File: config.mk
export PLATFORM = sky130hd
export DESIGN_NAME = npcr_controller
export DESIGN_NICKNAME = d
export VERILOG_FILES = /design/src/npcr_pkg.sv /design/src/npcr_controller.sv
export SDC_FILE = /design/constraint.sdc
export NUM_CORES = 1
export LEC_CHECK = 0
export BUFFER_PORTS_ARGS = -buffer_cell sky130_fd_sc_hd__buf_2
export CAP_MARGIN = 10
export CORE_AREA = 3 3 40 42
export DETAILED_ROUTE_END_ITERATION = 8
export DIE_AREA = 0 0 43 45
export PLACE_DENSITY = 0.66
export RECOVER_POWER = 25
export SKIP_LAST_GASP = 1
export SLEW_MARGIN = 25
export SYNTH_ARGS = -nofsm -noshare
export SYNTH_HDL_FRONTEND = slang
export SYNTH_SLANG_ARGS = --single-unit
File: constraint.sdc
create_clock -name clock -period 1.23 [get_ports clock]
set_clock_uncertainty 0.15 [all_clocks]
set_input_delay 0.1845 -clock clock [delete_from_list [all_inputs] [get_ports clock]]
set_output_delay 0.1845 -clock clock [all_outputs]
set_load 0.01 [all_outputs]
File: src/npcr_pkg.sv
// Shared types and codes for the nearest point coverage radius unit.
package npcr_pkg;

   localparam logic [1:0] REQ_INSERT = 2'd0;
   localparam logic [1:0] REQ_QUERY  = 2'd1;
   localparam logic [1:0] REQ_CLEAR  = 2'd2;

   typedef struct packed {
      logic [1:0]         req_type;
      logic signed [31:0] coordinate;
   } req_type_type;

   typedef struct packed {
      logic [31:0] distance;
      logic [31:0] max_radius;
      logic        no_tower;
   } rsp_type_type;

   // Controller to datapath.
   typedef struct packed {
      logic load;       // capture request, start search bounds
      logic rd_mid;     // read store at mid
      logic step;       // update search bounds with read data
      logic rd_below;   // read store at lo - 1
      logic take_hit;   // capture entry at lo as candidate
      logic finish;     // form result
      logic shift_rd;   // read entry at shift pointer - 1
      logic shift_wr;   // write it one place up, move pointer down
      logic put;        // write new tower at lo, bump count
      logic clear;      // empty store and maximum
   } cmd_type;

   // Datapath to controller.
   typedef struct packed {
      logic search_done;
      logic found_equal;
      logic full;
      logic empty;
      logic lo_at_count;
      logic lo_zero;
      logic shift_done;
   } sts_type;

endpackage

File: src/npcr_controller.sv
// Controller: sequences search, neighbor check, shifting insert and result.
module npcr_controller import npcr_pkg::*; (
   input  logic    clock,
   input  logic    reset,
   input  logic    req_valid,
   output logic    req_stall,
   input  logic [1:0] req_kind,
   input  sts_type sts,
   output cmd_type cmd,
   output logic    rsp_valid,
   input  logic    rsp_stall
);
   localparam logic [3:0] S_IDLE   = 4'd0;
   localparam logic [3:0] S_SRCH   = 4'd1;
   localparam logic [3:0] S_STEP   = 4'd2;
   localparam logic [3:0] S_ICHK   = 4'd3;
   localparam logic [3:0] S_IHIT   = 4'd4;
   localparam logic [3:0] S_SHRD   = 4'd5;
   localparam logic [3:0] S_SHWR   = 4'd6;
   localparam logic [3:0] S_QHI    = 4'd7;
   localparam logic [3:0] S_QLO    = 4'd8;
   localparam logic [3:0] S_QW1    = 4'd9;
   localparam logic [3:0] S_QW2    = 4'd10;
   localparam logic [3:0] S_FIN    = 4'd11;
   localparam logic [3:0] S_RESULT = 4'd12;

   logic [3:0] state_ff, state_in;
   logic       is_query_ff, is_query_in;
   logic       rsp_valid_ff, rsp_valid_in;
   logic       accept;

   // Stall requests while busy; a pending result is held only while it is stalled, and a new item may still start.
   assign req_stall = (state_ff != S_IDLE);
   assign accept    = req_valid && !req_stall;

   always_comb begin
      state_in     = state_ff;
      is_query_in  = is_query_ff;
      rsp_valid_in = rsp_valid_ff && rsp_stall;
      cmd          = '0;
      case (state_ff)
         S_IDLE: begin
            if (accept) begin
               if (req_kind == REQ_CLEAR) cmd.clear = 1'b1;
               else if (req_kind == REQ_INSERT || req_kind == REQ_QUERY) begin
                  cmd.load    = 1'b1;
                  is_query_in = (req_kind == REQ_QUERY);
                  state_in    = S_SRCH;
               end
            end
         end
         S_SRCH: begin
            if (sts.search_done) state_in = is_query_ff ? S_QHI : S_ICHK;
            else begin
               cmd.rd_mid = 1'b1;
               state_in   = S_STEP;
            end
         end
         S_STEP: begin
            cmd.step = 1'b1;
            state_in = S_SRCH;
         end
         S_ICHK: begin
            if (sts.lo_at_count) state_in = sts.full ? S_IDLE : S_SHRD;
            else begin
               cmd.take_hit = 1'b1;
               state_in     = S_IHIT;
            end
         end
         S_IHIT: begin
            // take_hit armed the candidate logic; that is harmless for insert.
            if (sts.found_equal || sts.full) state_in = S_IDLE;
            else state_in = S_SHRD;
         end
         S_SHRD: begin
            if (sts.shift_done) begin
               cmd.put  = 1'b1;
               state_in = S_IDLE;
            end else begin
               cmd.shift_rd = 1'b1;
               state_in     = S_SHWR;
            end
         end
         S_SHWR: begin
            cmd.shift_wr = 1'b1;
            state_in     = S_SHRD;
         end
         S_QHI: begin
            if (!sts.lo_at_count) cmd.take_hit = 1'b1;
            state_in = S_QLO;
         end
         S_QLO: begin
            if (!sts.lo_zero) cmd.rd_below = 1'b1;
            state_in = S_QW1;
         end
         S_QW1: state_in = S_QW2;
         S_QW2: state_in = S_FIN;
         S_FIN: begin
            if (!(rsp_valid_ff && rsp_stall)) begin
               cmd.finish = 1'b1;
               state_in   = S_RESULT;
            end
         end
         S_RESULT: begin
            rsp_valid_in = 1'b1;
            state_in     = S_IDLE;
         end
         default: state_in = S_IDLE;
      endcase
   end

   always_ff @(posedge clock) begin
      if (reset) begin
         state_ff     <= S_IDLE;
         is_query_ff  <= 1'b0;
         rsp_valid_ff <= 1'b0;
      end else begin
         state_ff     <= state_in;
         is_query_ff  <= is_query_in;
         rsp_valid_ff <= rsp_valid_in;
      end
   end

   assign rsp_valid = rsp_valid_ff;

   property p_one_cmd;
      @(posedge clock) disable iff (reset)
         $countones({cmd.load, cmd.step, cmd.finish, cmd.put, cmd.clear}) <= 1;
   endproperty
   a_one_cmd: assert property (p_one_cmd) else $error("conflicting commands");

   property p_rsp_after_fin;
      @(posedge clock) disable iff (reset) cmd.finish |=> state_ff == S_RESULT;
   endproperty
   a_rsp_after_fin: assert property (p_rsp_after_fin) else $error("result lost");

   property p_finish_free;
      @(posedge clock) disable iff (reset) cmd.finish |-> !(rsp_valid_ff && rsp_stall);
   endproperty
   a_finish_free: assert property (p_finish_free) else $error("result overwrite");

endmodule

==> out/results.ini, run 1 <==
[global_routing]
antenna_found_initial = 0
gr-total-overflow = 0
grt_pass1_wl_um = 2390
grt_start_max_net_pins = 10
grt_usage_pct = 16.6
grt_pass1_vias = 587

[setup_path]
crit_type = flip-flop to output port
startpoint_type = flip-flop
cp.arrival_ns = 1.34
crit_required_ns = 0.90
cp-end-kind = output port
r2r_slack_ns = -0.25
crit_fanout = 6

[sta]
setup_viol = 15
fin_ws_ns = -0.446
tightestPinTransition_ns = 0.271
max-slew-margin-rel_pct = 81.8
min_period_ns = 1.68
report.final.slew_viol_count = 0
max_freq_mhz = 597
finalCritPeriodShare_pct = 136
rsz0062_at_grt = yes
fin_hold_ws_ns = 0.0216
setup_tns_ns = -4.50
hold_violations = 0

[cells_and_area]
fin_util_pct = 71.1
fin_cells = 116
mostFrequentLayoutCells = 22 x buf_2, 11 x buf_4, 7 x buf_6, 5 x a21oi_1, 4 x nor3_2
fin_nets = 116
synthToLayoutAreaGrowth_pct = 97.3
drive_gt1_share_pct = 71.3
n_antenna_cell = 0
finalInstanceArea_um2 = 913
final_common_cell = buf_2
fill_cells = 99

[run]
drv_cap = 0

[place]
dp.cells = 106
io_buffer_count = 23
dp_slack_ns = -0.205
dpl_cell_area_um2 = 698
gp_congestion = 0.806
dpl.hpwl_um = 1040

[worst_hold_path]
hold_class = input port to flip-flop

[detailed_routing]
drt_pass1_iterations = 4
wl_per_cell_um = 15.3
vias = 633
postRouteAntennaNets = 0
route.detailed.drc = 0
drt_wl_total_um = 1780
drt_iter0_drc = 8
routed_via_density = 5.46

[cts]
clock-sinks = 6
cts_tree = done
cts_buffer_depth = 2
insertion_delay_ns = 0.26
clkTransAtPathRegs_ns = 0.06
htree_num_levels = 1
cts-root-buf = clkbuf_4
cts_inserted_buffers = 3

[logic_synthesis]
yosysWarnings = 0
synthCells = 60
synth_cell_type_count = 29
ys_seq_area_share_pct = 25.9
syn-cell-area_um2 = 463
synth_nets = 73
yosys_register_bits = 6
syn_avg_cell_area_um2 = 7.72

[pwr]
p_comb_share_pct = 45.1
p_sw_share_pct = 34.6
power_frac_clock_pct = 25.5
seqPwrFrac_pct = 29.3
switching_power_mw = 0.268
powerDensity_nw_per_um2 = 848
p_leak_nw = 0.395
internal_power_mw = 0.506
peakVddDrop_uv = 422
p_total_mw = 0.775

[die]
core_area_um2 = 1280
start_util_pct = 36.0
die_w_um = 43
row_count = 13
ios = 25
die-area_um2 = 1940
fp.dieH_um = 45

[outcome]
status = complete, but fails checks
violations = setup timing

Yosys cell counts:
master / number / share of area, %
nor2b_1: 1 / 1.4
nor4_2: 1 / 2.7
a311oi_1: 2 / 3.8
buf_2: 2 / 2.2
nor3b_1: 2 / 3.2
a21oi_1: 6 / 6.5
inv_1: 3 / 2.4
nand2b_4: 1 / 3.0
nor2_1: 3 / 2.4
o22ai_1: 1 / 1.4
or3_1: 1 / 1.4
nand4bb_1: 1 / 2.4
nand2_1: 5 / 4.1
o21bai_1: 1 / 1.6
a221o_1: 1 / 2.2
nor4b_2: 1 / 3.2
or4_1: 1 / 1.6
nor4_1: 2 / 2.7
buf_6: 2 / 4.9
nand3_1: 3 / 3.2
o211ai_1: 1 / 1.6
o21ai_0: 2 / 2.2
dfxtp_1: 6 / 26
a31oi_1: 1 / 1.4
nor3_1: 4 / 4.3
nand2b_1: 3 / 4.1
nand4b_1: 1 / 1.9
a21o_1: 1 / 1.6
inv_2: 1 / 0.81
timing repair:
action,4_1_cts,5_1_grt
setup endpoints to repair,16,17
hold buffers,0,0
pin swaps,8,9
gates resized for setup,17,20
endpoints found under the hold margin,0,0
setup buffers,5,5
state kept, by name, indices dropped and copies added (netlist names):
register,count
is_query_ff,1
state_ff,4
rsp_valid,1
cell type report:
cell class | count | area (µm²) | area share (%)
multi-input combinational | 46 | 432 | 47.3
inverter | 4 | 17.5 | 1.92
clock buffer | 3 | 22.5 | 2.47
sequential | 6 | 133 | 14.5
tap | 15 | 18.8 | 2.05
timing repair buffer | 42 | 290 | 31.8
final timing paths:
path                from          end  cells after the start
max          state_ff[3]       cmd[8]                      4
max reg2reg  state_ff[3]  state_ff[2]                      5
min                reset  is_query_ff                      2
min reg2reg    rsp_valid    rsp_valid                      2
routing by layer:
layer | GRT usage (%) | vias to the layer above | share of wire [%]
li1 | - | 310 | -
met1 | 17.8 | 293 | 40
met2 | 30.2 | 28 | 53
met3 | 2.39 | 2 | 5.1
met4 | 10.8 | 0 | 1.6
met5 | 0 | - | 0
power groups by stage:
stage / Sequential, mW / Clock [mW] / Combinational (mW)
floorplan: 0.219 / 0 / 0.148
global placement: 0.242 / 0 / 0.208
detailed placement: 0.241 / 0 / 0.212
CTS: 0.232 / 0.201 / 0.272
global route: 0.229 / 0.212 / 0.375
finish: 0.227 / 0.198 / 0.350
critical path, stage by stage (launching register included):
cell     delay (ns)
dfxtp_2        0.34
buf_4          0.17
buf_4          0.15
nor4_4         0.25
buf_2          0.17
cells by family after synthesis:
logic type,after synthesis,share of synthesized area [%]
DFF,6,25.9
buffers and inverters,8,10.3
and+or+nand+nor,30,41.6
AOI/OAI and AO/OA,16,22.2
Note: power is estimated with default switching activity, not from simulation.
==> run 2: changes to the inputs <==
Settings changed: ABC_AREA set to 1.
==> out/results.ini, run 2 <==
[pwr]
p_leak_nw = 0.484  ; +23%
powerDensity_nw_per_um2 = 716  ; -16%
p_sw_share_pct = 32.4  ; -2.3 points
internal_power_mw = 0.439  ; -13%
p_comb_share_pct = 39.1  ; -6.0 points
power_frac_clock_pct = 26.8  ; +1.3 points
switching_power_mw = 0.210  ; -22%
peakVddDrop_uv = 501  ; +19%
seqPwrFrac_pct = 34.1  ; +4.8 points

[sta]
max_freq_mhz = 674  ; +13%
report.final.slew_viol_count = 0  ; unchanged
fin_ws_ns = -0.254  ; +0.192 ns
rsz0062_at_grt = yes
setup_viol = 14  ; -1
min_period_ns = 1.48  ; -0.192 ns
tightestPinTransition_ns = 0.190  ; -0.0811 ns
max-slew-margin-rel_pct = 87.2  ; +5.4 points
finalCritPeriodShare_pct = 121  ; -16 points
setup_tns_ns = -2.47  ; +2.03 ns
hold_violations = 0  ; unchanged

[detailed_routing]
wl_per_cell_um = 11.0  ; -28%
drt_pass1_iterations = 3  ; -1
route.detailed.drc = 0  ; unchanged
drt_iter0_drc = 3  ; -5
drt_wl_total_um = 1480  ; -17%
postRouteAntennaNets = 0  ; unchanged
vias = 632  ; -0.16%
routed_via_density = 4.68  ; -14%

[logic_synthesis]
ys_seq_area_share_pct = 26.1  ; +0.14 points
synthCells = 77  ; +28%
yosysWarnings = 0  ; unchanged
synth_cell_type_count = 17  ; -41%
synth_area_leaders = dfxtp_1 26%, nand2_1 14%, inv_1 8.2%
syn_avg_cell_area_um2 = 5.98  ; -22%
yosysMostFrequentCell = nand2_1
synth_ff_type = dfxtp_1
netlist.area_leader.share_pct = 26.1  ; +0.14 points
synth_nets = 90  ; +23%
synth_top_area_cell = dfxtp_1
synthArstFlopShare_pct = 0  ; unchanged
synth_commonest_cells = 17 x nand2_1, 10 x inv_1, 8 x nor2_1, 6 x dfxtp_1, 6 x nand3_1
synth-edff-count = 0  ; unchanged
syn-cell-area_um2 = 460  ; -0.54%
yosys_register_bits = 6  ; unchanged

[cts]
clkTransAtPathRegs_ns = 0.04  ; -0.02 ns
cts_tree = done
insertion_delay_ns = 0.24  ; -0.02 ns
htree_num_levels = 1  ; unchanged
cts_inserted_buffers = 3  ; unchanged
cts-root-buf = clkbuf_4
cts_buffer_depth = 2  ; unchanged
hold_buffers = 0  ; unchanged
clock-sinks = 6  ; unchanged

[cells_and_area]
mostFrequentLayoutCells = 21 x buf_2, 14 x nand2_1, 12 x buf_4, 8 x inv_1
n_antenna_cell = 0  ; unchanged
top_register = state_ff
fill_cells = 107  ; +8.1%
final_common_cell = buf_2
synthToLayoutAreaGrowth_pct = 97.0
drive_gt1_share_pct = 65.8  ; -5.5 points
fin_nets = 135  ; +16%
largest_register_ffs = 4  ; unchanged

[place]
io_buffer_count = 23  ; unchanged
dp_slack_ns = -0.115  ; +0.0899 ns
dpl.hpwl_um = 1010  ; -2.5%
gp_congestion = 0.819  ; +1.6%

[global_routing]
grt_start_max_net_pins = 7  ; -3
gr-total-overflow = 0  ; unchanged
grt_pass1_wl_um = 2210  ; -7.8%
grt_pass1_vias = 539  ; -8.2%
antenna_found_initial = 0  ; unchanged
grt_usage_pct = 14.7  ; -1.8 points

[setup_path]
slowest_delay_ns = 0.36  ; +0.02 ns
startpoint_type = flip-flop
path_cells = buf_12 > nor4_4 > buf_2
crit_required_ns = 0.90  ; about the same
cp_top_family = flip-flops
crit_type = flip-flop to output port
cp.arrival_ns = 1.15  ; -0.19 ns
cp-end-kind = output port
worst-path-buf-inv = 2  ; -1
crit_fanout = 4  ; -2
slowest_stage = dfxtp_4

[worst_hold_path]
hold_class = input port to flip-flop

[outcome]
violations = setup timing
status = complete, but fails checks

[die]
die_w_um = 43  ; unchanged
fp.dieH_um = 45  ; unchanged
start_util_pct = 35.8  ; -0.19 points
row_count = 13  ; unchanged
ios = 25  ; unchanged
die-area_um2 = 1940  ; unchanged
core_area_um2 = 1280  ; unchanged

[run]
drv_cap = 0  ; unchanged

run 2: cell count changes after synthesis, moves of 3 or more:
cell / change
a21oi_1: -3
inv_1: +7
inv_2: +4
nand2_1: +12
nand2b_1: -3
nand3_1: +3
nor2_1: +5
nor2_2: +4
run 2: through the flow:
stage	cells	total power, mW	utilization (%)	instance area, µm²	hold WS (ns)
6_report	135	0.649	70.6	907	0.0140
3_3_place_gp	123	0.397	53.7	689	0.267
2_1_floorplan	77	0.314	-	483	0.101
4_1_cts	131	0.613	63.2	812	0.00630
3_5_place_dp	123	0.401	53.7	689	0.265
5_1_grt	135	0.690	70.6	907	0.0166
run 2: metal layers:
metal  part of all wire [%]  up-vias  global-route usage [%]
li1                       -      336                       -
met2                     53       18                    24.9
met1                     43      278                    17.8
met4                      0        0                    7.83
met3                    4.5        0                    2.79
met5                      0        -                       0
run 2: kinds of logic (layout without fill, tap and decap cells):
family	after synthesis	count (layout)	synth area share (%)
and+or+nand+nor	49	49	54.1
buffers and inverters	15	58	12.2
AOI/OAI and AO/OA	7	7	7.61
DFF	6	6	26.1
run 2: path summary, 6_finish.rpt:
| check | start | endpoint | depth (start not counted) | slack, ns |
|---|---|---|---|---|
| worst max-delay path | state_ff[1] | cmd[1] | 3 | -0.25 |
| worst min-delay path | reset | state_ff[2] | 2 | 0.01 |
| worst max register to register | state_ff[0] | state_ff[2] | 9 | -0.11 |
| worst min register to register | rsp_valid | rsp_valid | 2 | 0.34 |
run 2: power groups by stage:
stage | logic [mW] | clock network, mW | registers (mW)
global placement | 0.174 | 0 | 0.223
floorplan | 0.0914 | 0 | 0.223
finish | 0.254 | 0.174 | 0.222
global route | 0.278 | 0.189 | 0.223
detailed placement | 0.178 | 0 | 0.223
CTS | 0.214 | 0.178 | 0.221
run 2: timing repair:
| item | CTS | global route |
|---|---|---|
| setup endpoints to repair | 15 | 15 |
| pin swaps | 8 | 8 |
| gates resized for setup | 22 | 15 |
| buffers inserted | 5 | 6 |
run 2: layout make-up:
| class | instances | area [µm²] | share of cell area, % |
|---|---|---|---|
| Multi-Input combinational cell | 56 | 389 | 42.9 |
| Timing Repair Buffer | 40 | 283 | 31.2 |
| Sequential cell | 6 | 135 | 14.9 |
| Inverter | 15 | 58.8 | 6.48 |
| Clock buffer | 3 | 22.5 | 2.48 |
| Tap cell | 15 | 18.8 | 2.07 |
